$ cat config.mk
export PLATFORM = sky130hd
export DESIGN_NAME = coap_option_stream_parser_core
export DESIGN_NICKNAME = d
export VERILOG_FILES = /design/src/hw/rtl/cosp_pkg.sv /design/src/hw/rtl/cosp_front.sv /design/src/hw/rtl/cosp_queue.sv /design/src/hw/rtl/cosp_back.sv /design/src/hw/rtl/coap_option_stream_parser_core.sv
export VERILOG_INCLUDE_DIRS = /design/src /design/src/hw/rtl
export SDC_FILE = /design/constraint.sdc
export NUM_CORES = 1
export LEC_CHECK = 0
export ABC_AREA = 1
export BUFFER_PORTS_ARGS = -buffer_cell sky130_fd_sc_hd__buf_4
export CORE_MARGIN = 5
export CORE_UTILIZATION = 30
export CTS_CLUSTER_SIZE = 40
export DETAILED_ROUTE_END_ITERATION = 12
export GPL_TIMING_DRIVEN = 0
export PLACE_DENSITY = 0.55
export SETUP_SLACK_MARGIN = 0.05
export SLEW_MARGIN = 20
export SYNTH_ARGS = -nofsm -noshare
export SYNTH_HDL_FRONTEND = slang
export SYNTH_SLANG_ARGS = --single-unit
$ cat constraint.sdc
create_clock -name clk -period 7.4 [get_ports clk]
set_input_delay 1.48 -clock clk [delete_from_list [all_inputs] [get_ports clk]]
set_output_delay 1.48 -clock clk [all_outputs]
set_load 0.02 [all_outputs]
$ cat src/hw/rtl/coap_option_stream_parser_core_macros.svh
// Assertion macros for the option stream parser core.
// Used by the top level only; no other dependencies.
`ifndef COAP_OPTION_STREAM_PARSER_CORE_MACROS_SVH
`define COAP_OPTION_STREAM_PARSER_CORE_MACROS_SVH

// Same-cycle implication, disabled during reset.
`define COSP_ASSERT_SAME(label, ante, cons, msg) \
  label: assert property (@(posedge clk) disable iff (rst) (ante) |-> (cons)) \
    else $error(msg);

// Next-cycle implication, disabled during reset.
`define COSP_ASSERT_NEXT(label, ante, cons, msg) \
  label: assert property (@(posedge clk) disable iff (rst) (ante) |=> (cons)) \
    else $error(msg);

`endif

$ cat src/hw/rtl/cosp_pkg.sv
// Shared types and constants of the option stream parser core.
// No dependencies; used by every module of the block.
`default_nettype none

package cosp_pkg;

  localparam int MAX_OPTIONS_DEFAULT = 16;
  localparam int QUEUE_DEPTH_DEFAULT = 4;

  localparam logic [1:0] KIND_OPTION = 2'd0;
  localparam logic [1:0] KIND_END    = 2'd1;
  localparam logic [1:0] KIND_ERROR  = 2'd2;

  localparam logic [1:0] ERR_BAD_OPTION  = 2'd0;
  localparam logic [1:0] ERR_TOO_MANY    = 2'd1;
  localparam logic [1:0] ERR_TOO_LONG    = 2'd2;

  localparam logic [3:0]  NIB_EXT1       = 4'd13;
  localparam logic [3:0]  NIB_EXT2       = 4'd14;
  localparam logic [3:0]  NIB_RESERVED   = 4'hF;
  localparam logic [16:0] EXT1_BASE      = 17'd13;
  localparam logic [16:0] EXT2_BASE      = 17'd269;
  localparam logic [7:0]  PAYLOAD_MARKER = 8'hFF;
  localparam logic [15:0] POS_LIMIT      = 16'hFFFF;

  // One queue entry: the results that one byte causes, at most two.
  typedef struct packed {
    logic        has_first;
    logic [1:0]  first_kind;
    logic [15:0] opt_num;
    logic [16:0] value_length;
    logic [15:0] option_offset;
    logic [16:0] opt_span;
    logic [1:0]  error_code;
    logic        has_end;
    logic        end_ok;
    logic [15:0] body_size;
  } event_t;

endpackage

`default_nettype wire

$ cat src/hw/rtl/cosp_front.sv
// Front part: decodes option headers byte by byte and builds queue entries.
// Depends on cosp_pkg.
`default_nettype none

module cosp_front #(
  parameter int MAX_OPTIONS = cosp_pkg::MAX_OPTIONS_DEFAULT
) (
  input  wire logic            clk,
  input  wire logic            rst,
  input  wire logic            accept,
  input  wire logic [7:0]      data_byte,
  input  wire logic            final_byte,
  output cosp_pkg::event_t     ev,
  output logic                 ev_push
);

  typedef enum logic [2:0] {
    PH_HEADER, PH_DEXT1, PH_DEXT2, PH_LEXT1, PH_LEXT2, PH_VALUE, PH_PAYLOAD, PH_SKIP
  } phase_t;

  localparam logic [7:0] OPT_LIMIT = 8'(MAX_OPTIONS);

  phase_t      phase, phase_next;
  logic [3:0]  delta_nib, delta_nib_next;
  logic [3:0]  len_nib, len_nib_next;
  logic [7:0]  ext_high, ext_high_next;
  logic [16:0] cur_delta, cur_delta_next;
  logic [16:0] cur_len, cur_len_next;
  logic [16:0] bytes_left, bytes_left_next;
  logic [15:0] run_number, run_number_next;
  logic [7:0]  opts_seen, opts_seen_next;
  logic [15:0] byte_pos, byte_pos_next;
  logic [15:0] hdr_start, hdr_start_next;
  logic [15:0] pay_count, pay_count_next;

  logic go_length, go_value, done, bad, err;

  always_comb begin
    phase_next      = phase;
    delta_nib_next  = delta_nib;
    len_nib_next    = len_nib;
    ext_high_next   = ext_high;
    cur_delta_next  = cur_delta;
    cur_len_next    = cur_len;
    bytes_left_next = bytes_left;
    run_number_next = run_number;
    opts_seen_next  = opts_seen;
    byte_pos_next   = byte_pos;
    hdr_start_next  = hdr_start;
    pay_count_next  = pay_count;
    go_length       = 1'b0;
    go_value        = 1'b0;
    done            = 1'b0;
    bad             = 1'b0;
    err             = 1'b0;
    ev              = '0;

    if (accept && phase != PH_SKIP) begin
      if (byte_pos == cosp_pkg::POS_LIMIT) begin
        ev.has_first  = 1'b1;
        ev.first_kind = cosp_pkg::KIND_ERROR;
        ev.error_code = cosp_pkg::ERR_TOO_LONG;
        phase_next    = PH_SKIP;
      end else begin
        byte_pos_next = byte_pos + 16'd1;
        case (phase)
          PH_HEADER: begin
            hdr_start_next = byte_pos;
            if (data_byte == cosp_pkg::PAYLOAD_MARKER) begin
              phase_next = PH_PAYLOAD;
            end else begin
              delta_nib_next = data_byte[7:4];
              len_nib_next   = data_byte[3:0];
              if (data_byte[7:4] == cosp_pkg::NIB_RESERVED ||
                  data_byte[3:0] == cosp_pkg::NIB_RESERVED) begin
                bad = 1'b1;
              end else if (data_byte[7:4] >= cosp_pkg::NIB_EXT1) begin
                phase_next = PH_DEXT1;
              end else begin
                cur_delta_next = {13'd0, data_byte[7:4]};
                go_length      = 1'b1;
              end
            end
          end
          PH_DEXT1: begin
            if (delta_nib == cosp_pkg::NIB_EXT1) begin
              cur_delta_next = cosp_pkg::EXT1_BASE + {9'd0, data_byte};
              go_length      = 1'b1;
            end else begin
              ext_high_next = data_byte;
              phase_next    = PH_DEXT2;
            end
          end
          PH_DEXT2: begin
            cur_delta_next = cosp_pkg::EXT2_BASE + {1'b0, ext_high, data_byte};
            go_length      = 1'b1;
          end
          PH_LEXT1: begin
            if (len_nib == cosp_pkg::NIB_EXT1) begin
              cur_len_next = cosp_pkg::EXT1_BASE + {9'd0, data_byte};
              go_value     = 1'b1;
            end else begin
              ext_high_next = data_byte;
              phase_next    = PH_LEXT2;
            end
          end
          PH_LEXT2: begin
            cur_len_next = cosp_pkg::EXT2_BASE + {1'b0, ext_high, data_byte};
            go_value     = 1'b1;
          end
          PH_VALUE: begin
            if (bytes_left <= 17'd1) begin
              bytes_left_next = '0;
              done            = 1'b1;
            end else begin
              bytes_left_next = bytes_left - 17'd1;
            end
          end
          PH_PAYLOAD: pay_count_next = pay_count + 16'd1;
          default: ;
        endcase

        if (go_length) begin
          if (len_nib_next == cosp_pkg::NIB_EXT1 || len_nib_next == cosp_pkg::NIB_EXT2) begin
            phase_next = PH_LEXT1;
          end else begin
            cur_len_next = {13'd0, len_nib_next};
            go_value     = 1'b1;
          end
        end
        if (go_value) begin
          if (cur_len_next == '0) begin
            done = 1'b1;
          end else begin
            bytes_left_next = cur_len_next;
            phase_next      = PH_VALUE;
          end
        end

        if (done) begin
          phase_next      = PH_HEADER;
          run_number_next = run_number + cur_delta_next[15:0];
          ev.has_first    = 1'b1;
          if (opts_seen >= OPT_LIMIT) begin
            ev.first_kind = cosp_pkg::KIND_ERROR;
            ev.error_code = cosp_pkg::ERR_TOO_MANY;
            err           = 1'b1;
          end else begin
            ev.first_kind    = cosp_pkg::KIND_OPTION;
            ev.opt_num       = run_number_next;
            ev.value_length  = cur_len_next;
            ev.option_offset = hdr_start_next;
            ev.opt_span      = {1'b0, byte_pos_next - hdr_start_next};
            opts_seen_next   = opts_seen + 8'd1;
          end
        end
        if (bad) begin
          ev.has_first  = 1'b1;
          ev.first_kind = cosp_pkg::KIND_ERROR;
          ev.error_code = cosp_pkg::ERR_BAD_OPTION;
          err           = 1'b1;
        end

        // A final byte that leaves a header or value open is a truncation.
        if (!err && final_byte) begin
          ev.has_end   = 1'b1;
          ev.end_ok    = (phase_next == PH_HEADER) || (phase_next == PH_PAYLOAD);
          ev.body_size = ev.end_ok ? pay_count_next : 16'd0;
        end
        if (err) begin
          phase_next = PH_SKIP;
        end
      end
    end

    if (accept && final_byte) begin
      phase_next      = PH_HEADER;
      delta_nib_next  = '0;
      len_nib_next    = '0;
      ext_high_next   = '0;
      cur_delta_next  = '0;
      cur_len_next    = '0;
      bytes_left_next = '0;
      run_number_next = '0;
      opts_seen_next  = '0;
      byte_pos_next   = '0;
      hdr_start_next  = '0;
      pay_count_next  = '0;
    end
  end

  assign ev_push = accept && (ev.has_first || ev.has_end);

  always_ff @(posedge clk) begin
    if (rst) begin
      phase      <= PH_HEADER;
      delta_nib  <= '0;
      len_nib    <= '0;
      ext_high   <= '0;
      cur_delta  <= '0;
      cur_len    <= '0;
      bytes_left <= '0;
      run_number <= '0;
      opts_seen  <= '0;
      byte_pos   <= '0;
      hdr_start  <= '0;
      pay_count  <= '0;
    end else begin
      phase      <= phase_next;
      delta_nib  <= delta_nib_next;
      len_nib    <= len_nib_next;
      ext_high   <= ext_high_next;
      cur_delta  <= cur_delta_next;
      cur_len    <= cur_len_next;
      bytes_left <= bytes_left_next;
      run_number <= run_number_next;
      opts_seen  <= opts_seen_next;
      byte_pos   <= byte_pos_next;
      hdr_start  <= hdr_start_next;
      pay_count  <= pay_count_next;
    end
  end

endmodule

`default_nettype wire

$ cat src/hw/rtl/cosp_queue.sv
// Short queue of decoded entries between the front and back parts.
// Depends on cosp_pkg.
`default_nettype none

module cosp_queue #(
  parameter int DEPTH = cosp_pkg::QUEUE_DEPTH_DEFAULT
) (
  input  wire logic             clk,
  input  wire logic             rst,
  input  wire logic             wr_en,
  input  wire cosp_pkg::event_t wr_data,
  input  wire logic             rd_en,
  output cosp_pkg::event_t      rd_data,
  output logic                  is_full,
  output logic                  is_empty
);

  localparam int AW = (DEPTH > 1) ? $clog2(DEPTH) : 1;
  localparam int CW = $clog2(DEPTH + 1);
  localparam logic [AW-1:0] LAST = AW'(DEPTH - 1);

  cosp_pkg::event_t entries [DEPTH];
  logic [AW-1:0] wr_ptr, rd_ptr;
  logic [CW-1:0] count;

  assign is_full  = (count == CW'(DEPTH));
  assign is_empty = (count == '0);
  assign rd_data  = entries[rd_ptr];

  always_ff @(posedge clk) begin
    if (wr_en) begin
      entries[wr_ptr] <= wr_data;
    end
  end

  always_ff @(posedge clk) begin
    if (rst) begin
      wr_ptr <= '0;
      rd_ptr <= '0;
      count  <= '0;
    end else begin
      if (wr_en) begin
        wr_ptr <= (wr_ptr == LAST) ? '0 : wr_ptr + AW'(1);
      end
      if (rd_en) begin
        rd_ptr <= (rd_ptr == LAST) ? '0 : rd_ptr + AW'(1);
      end
      if (wr_en && !rd_en) begin
        count <= count + CW'(1);
      end else if (rd_en && !wr_en) begin
        count <= count - CW'(1);
      end
    end
  end

endmodule

`default_nettype wire

$ cat src/hw/rtl/cosp_back.sv
// Back part: turns each queue entry into one or two result beats.
// Depends on cosp_pkg.
`default_nettype none

module cosp_back (
  input  wire logic             clk,
  input  wire logic             rst,
  input  wire cosp_pkg::event_t head,
  input  wire logic             q_empty,
  output logic                  q_pop,
  input  wire logic             pop,
  output logic                  empty,
  output logic [1:0]            kind,
  output logic [15:0]           opt_num,
  output logic [16:0]           value_length,
  output logic [15:0]           option_offset,
  output logic [16:0]           opt_span,
  output logic [15:0]           body_size,
  output logic [1:0]            error_code,
  output logic                  last_result
);

  // Set once the first result of a two-result entry has been taken.
  logic second;
  logic show_end;
  logic take;

  assign show_end = second || !head.has_first;
  assign take     = pop && !q_empty;
  assign empty    = q_empty;
  assign q_pop    = take && (show_end || !head.has_end);

  always_comb begin
    if (show_end) begin
      kind          = head.end_ok ? cosp_pkg::KIND_END : cosp_pkg::KIND_ERROR;
      opt_num       = '0;
      value_length  = '0;
      option_offset = '0;
      opt_span      = '0;
      body_size     = head.body_size;
      error_code    = cosp_pkg::ERR_BAD_OPTION;
      last_result   = 1'b1;
    end else begin
      kind          = head.first_kind;
      opt_num       = head.opt_num;
      value_length  = head.value_length;
      option_offset = head.option_offset;
      opt_span      = head.opt_span;
      body_size     = '0;
      error_code    = head.error_code;
      last_result   = !head.has_end;
    end
  end

  always_ff @(posedge clk) begin
    if (rst) begin
      second <= 1'b0;
    end else if (take) begin
      second <= !q_pop;
    end
  end

endmodule

`default_nettype wire

$ cat src/hw/rtl/coap_option_stream_parser_core.sv
// Option area parser for CoAP-style messages, one byte per beat.
//
// Input channel: a beat carries data_byte and final_byte and is taken when
// push is high and full is low. Result channel: while empty is low the oldest
// result stands on the result ports; pop with empty low takes it.
// Each byte yields zero, one or two results; last_result marks the last one
// of a byte. An option record comes from the last byte of its option: the
// last value byte, or the last header or extension byte when the value is
// empty; a final byte adds an end or error record after it. With nothing
// waiting, the results of a byte are on the ports in the cycle after its
// beat. Throughput: one byte per cycle while full is low; a byte with two
// results takes two pop beats on the result side.
// The decoder and the result side are parted by a queue of QUEUE_DEPTH
// entries, so either side may stall alone; full rises only when the queue
// holds QUEUE_DEPTH undelivered bytes' worth of results.
// Reset clears the parser state and the queue; no clearing pass is needed.
// Depends on cosp_pkg, cosp_front, cosp_queue, cosp_back and the macro header.
`default_nettype none

`include "coap_option_stream_parser_core_macros.svh"

module coap_option_stream_parser_core #(
  parameter int MAX_OPTIONS = cosp_pkg::MAX_OPTIONS_DEFAULT,
  parameter int QUEUE_DEPTH = cosp_pkg::QUEUE_DEPTH_DEFAULT
) (
  input  wire logic        clk,
  input  wire logic        rst,
  input  wire logic        push,
  output logic             full,
  input  wire logic [7:0]  data_byte,
  input  wire logic        final_byte,
  output logic             empty,
  input  wire logic        pop,
  output logic [1:0]       kind,
  output logic [15:0]      opt_num,
  output logic [16:0]      value_length,
  output logic [15:0]      option_offset,
  output logic [16:0]      opt_span,
  output logic [15:0]      body_size,
  output logic [1:0]       error_code,
  output logic             last_result
);

  cosp_pkg::event_t ev, head;
  logic accept, ev_push, q_pop, q_empty;

  assign accept = push && !full;

  cosp_front #(
    .MAX_OPTIONS(MAX_OPTIONS)
  ) u_front (
    .clk        (clk),
    .rst        (rst),
    .accept     (accept),
    .data_byte  (data_byte),
    .final_byte (final_byte),
    .ev         (ev),
    .ev_push    (ev_push)
  );

  cosp_queue #(
    .DEPTH(QUEUE_DEPTH)
  ) u_queue (
    .clk      (clk),
    .rst      (rst),
    .wr_en    (ev_push),
    .wr_data  (ev),
    .rd_en    (q_pop),
    .rd_data  (head),
    .is_full  (full),
    .is_empty (q_empty)
  );

  cosp_back u_back (
    .clk           (clk),
    .rst           (rst),
    .head          (head),
    .q_empty       (q_empty),
    .q_pop         (q_pop),
    .pop           (pop),
    .empty         (empty),
    .kind          (kind),
    .opt_num       (opt_num),
    .value_length  (value_length),
    .option_offset (option_offset),
    .opt_span      (opt_span),
    .body_size     (body_size),
    .error_code    (error_code),
    .last_result   (last_result)
  );

  `COSP_ASSERT_NEXT(a_pair_follows, pop && !empty && !last_result, !empty && (kind == cosp_pkg::KIND_END || kind == cosp_pkg::KIND_ERROR), "second result of a byte missing")
  `COSP_ASSERT_SAME(a_full_not_empty, full, !empty, "queue full but no result shown")
  `COSP_ASSERT_SAME(a_record_size, !empty && kind == cosp_pkg::KIND_OPTION, opt_span != '0, "option record with zero size")

endmodule

`default_nettype wire
==> run_results.csv <==
group,metric,value,unit
die,ios,102,
clocking,clockBufferDepth,3,
sta,relSlewSlack,0.2256,
run,cap_violations,0,
synth,synthTopCellsByCount,"500 x nor2_1, 348 x edfxtp_1, 314 x nand2_1, 301 x o21ai_0, 225 x a21oi_1",
routing,wl_per_cell,18.16,um
grt,overflow,0,
power,power_density,393.4,nW/um2
placed_design,portBuffers,99,
routing,route.detailed.drc,0,
layout,n_fill_cell,7974,
power,pwr-share-comb,0.436,
layout,final_cell_area,28110,um2
routing,routed_wl,70110,um
power,p_leak,10.87,nW
placed_design,gp_congestion,0.9329,
setup_path,cp_slowest_cell,"nor2_4",
setup_path,path_class,"input port to flip-flop",
clocking,numCtsBuffers,51,
synth,synth.most_common_cell,"nor2_1",
routing,ant_nets,0,
synth,syn_area,23740,um2
power,p_clk_frac,0.250,
placed_design,dp_slack,0.8739,ns
clocking,clk_latency,0.59,ns
die,die_w,291.3,um
setup_path,end_kind,"flip-flop",
clocking,clockRootBuffer,"clkbuf_16",
clocking,tritoncts,"yes",
synth,ys_seq_elements,499,
sta,skew,0.01556,ns
sta,period_minus_slack,5.948,ns
power,ir_worst_vdd,0.1899,mV
power,switching_share,0.4123,
sta,period_share,0.8037,
hold_path,hp-class,"flip-flop to flip-flop",
synth,syn_area_per_cell,9.140,um2
clocking,hold_buffers,0,
sta,worst_pin_slew,1.162,ns
die,die-area,84850,um2
routing,vias_per_cell,4.807,
clocking,post_cts_resized,0,
power,internal-power,0.006500,W
setup_path,worstPathArrival,6.23,ns
synth,synth_ff_type,"edfxtp_1",
synth,yosysTopAreaCell,"edfxtp_1",
sta,fin_tns_setup,0,ns
routing,first_iter_violations,1378,
sta,rsz0062_at_grt,"no",
die,rows,103,
synth,yosysTopAreaCellShare,0.4402,
setup_path,critPathLaunchType,"input port",
grt,grt_max_degree,23,
layout,diodes,0,
die,die_h,291.3,um
synth,synth_edf_count,348,
clocking,clk_pin_slew_worst_paths,0.06,ns
layout,drive_gt1_frac,0.1032,
sta,setup_viol,0,
sta,drv_slew,0,
clocking,htree_levels,2,
die,start_util,0.3015,
synth,synthCells,2597,
clocking,postCtsSetupRepairBufs,0,
sta,clock.fmax,0.1681,GHz
run_status,run_status,"complete, no violations",
power,p_switching,0.004560,W
grt,grt_antenna_before_repair,1,
setup_path,cp.required,7.69,ns
sta,layout_setup_ws,1.452,ns
grt,grt_pass1_vias,17800,
synth,ys_async_sr_fraction,0,
grt,grt_use_total,0.1594,
synth,synthTopCellsByArea,"edfxtp_1 44%, dfxtp_1 13%, nor2_1 7.9%, o21ai_0 6.3%, nand2_1 5.0%",
power,pwr-share-seq,0.314,
synth,ys_warn_count,0,
synth,ys_seq_area_frac,0.5676,
sta,hold_viol_final,0,
grt,grt_pass1_wl,106800,um
synth,syn_nets,2658,
synth,synth_cell_type_count,61,
setup_path,critPathMaxFanout,22,
die,core_area,78740,um2
layout,area_growth,18.44,%
placed_design,post-dp-hpwl,50470,um
placed_design,dpl_cell_area,26300,um2
routing,via_count,18560,
clocking,cts_sinks,499,
layout,nets,2829,
setup_path,critPathMaxStageDelay,0.48,ns
routing,first_pass_iters,5,
## registers in the layout, indices dropped and copies added (netlist names), 2 cells and up, named ones only
| name | cells |
|---|---|
| u_queue.rd_ptr | 2 |
| u_front.byte_pos | 16 |
| u_queue.wr_ptr | 2 |
| u_front.cur_len | 17 |
| u_front.len_nib | 4 |
| u_front.run_number | 16 |
| u_front.delta_nib | 4 |
| u_front.ext_high | 8 |
| u_queue.entries | 348 |
| u_front.hdr_start | 16 |
| u_front.pay_count | 16 |
| u_front.opts_seen | 8 |
| u_front.phase | 3 |
| u_front.cur_delta | 16 |
| u_queue.count | 3 |
| u_front.bytes_left | 17 |
## power groups by stage
stage	clock network [W]	logic [W]	registers (W)
CTS	0.00282	0.00487	0.00347
detailed placement	0	0.00485	0.00353
finish	0.00277	0.00482	0.00348
floorplan	0	0.00302	0.00352
global route	0.00293	0.00531	0.00351
global placement	0	0.00475	0.00356
## through the flow
| stage | power (W) | hold slack (ns) | utilization | std cells |
|---|---|---|---|---|
| floorplan | 0.006536 | 0.4080 | - | 2597 |
| global placement | 0.008309 | 0.4180 | 0.3277 | 3746 |
| detailed placement | 0.008383 | 0.4221 | 0.3340 | 3765 |
| CTS | 0.01116 | 0.4318 | 0.3570 | 3861 |
| global route | 0.01176 | 0.4488 | 0.3570 | 3861 |
| finish | 0.01106 | 0.4306 | 0.3570 | 3861 |
## critical path: cells and delay by family
kind | cells | cell delay, ns
and+or+nand+nor | 13 | 2.28
buffers and inverters | 10 | 1.79
AOI/OAI and AO/OA | 1 | 0.12
adders and majority gates | 2 | 0.51
## cell usage in the layout (no fill, tap or decap), types with 45 or more instances in the layout
master / count
a21oi_1: 225
buf_4: 101
clkbuf_1: 109
clkbuf_16: 54
dfxtp_1: 151
edfxtp_1: 348
ha_1: 45
inv_1: 224
nand2_1: 314
nand3_1: 83
nor2_1: 496
o21ai_0: 301
## layer usage
layer | track usage | vias to the layer above | part of all wire
met2 | 0.2677 | 448 | 0.48
met5 | 0 | - | 0.00010
met4 | 0.05301 | 2 | 0.035
met3 | 0.02281 | 101 | 0.050
li1 | - | 9173 | -
met1 | 0.2125 | 8836 | 0.44
## worst paths after layout
check / startpoint / to / slack [ns] / cells past startpoint
setup / recovery: data_byte[0] / u_queue.entries[2][63] / 1.45 / 26
hold / removal: u_front.opts_seen[5] / u_front.opts_seen[5] / 0.43 / 2
setup reg to reg: u_front.phase[1] / u_queue.entries[2][63] / 2.91 / 22
hold reg to reg: u_front.opts_seen[5] / u_front.opts_seen[5] / 0.43 / 2
## layout make-up
| type | count | area [um2] | area share |
|---|---|---|---|
| inverters | 231 | 877.1 | 0.03120 |
| plain buffers | 132 | 580.6 | 0.02065 |
| clock buffers | 67 | 1420 | 0.05051 |
| flip-flops and latches | 499 | 13470 | 0.4792 |
| clock inverters | 29 | 396.6 | 0.01411 |
| repair buffers | 118 | 1216 | 0.04326 |
| well taps | 1050 | 1314 | 0.04673 |
| multi-input cells | 1735 | 8837 | 0.3143 |
## cells by family (layout without fill, tap and decap cells)
| logic type | count (synthesis) | after routing | synth area share |
|---|---|---|---|
| AO/OA/AOI/OAI | 620 | 620 | 0.1389 |
| XOR/XNOR | 53 | 53 | 0.01955 |
| flip-flops | 499 | 499 | 0.5676 |
| AND/OR/NAND/NOR | 1011 | 1011 | 0.1853 |
| other | 1 | 1 | 0.0001580 |
| adder cells (fa/ha/maj) | 48 | 48 | 0.02625 |
| multiplexers | 2 | 2 | 0.0008434 |
| buffers and inverters | 363 | 577 | 0.06141 |
No activity file was read; power rests on OpenSTA's default activity.
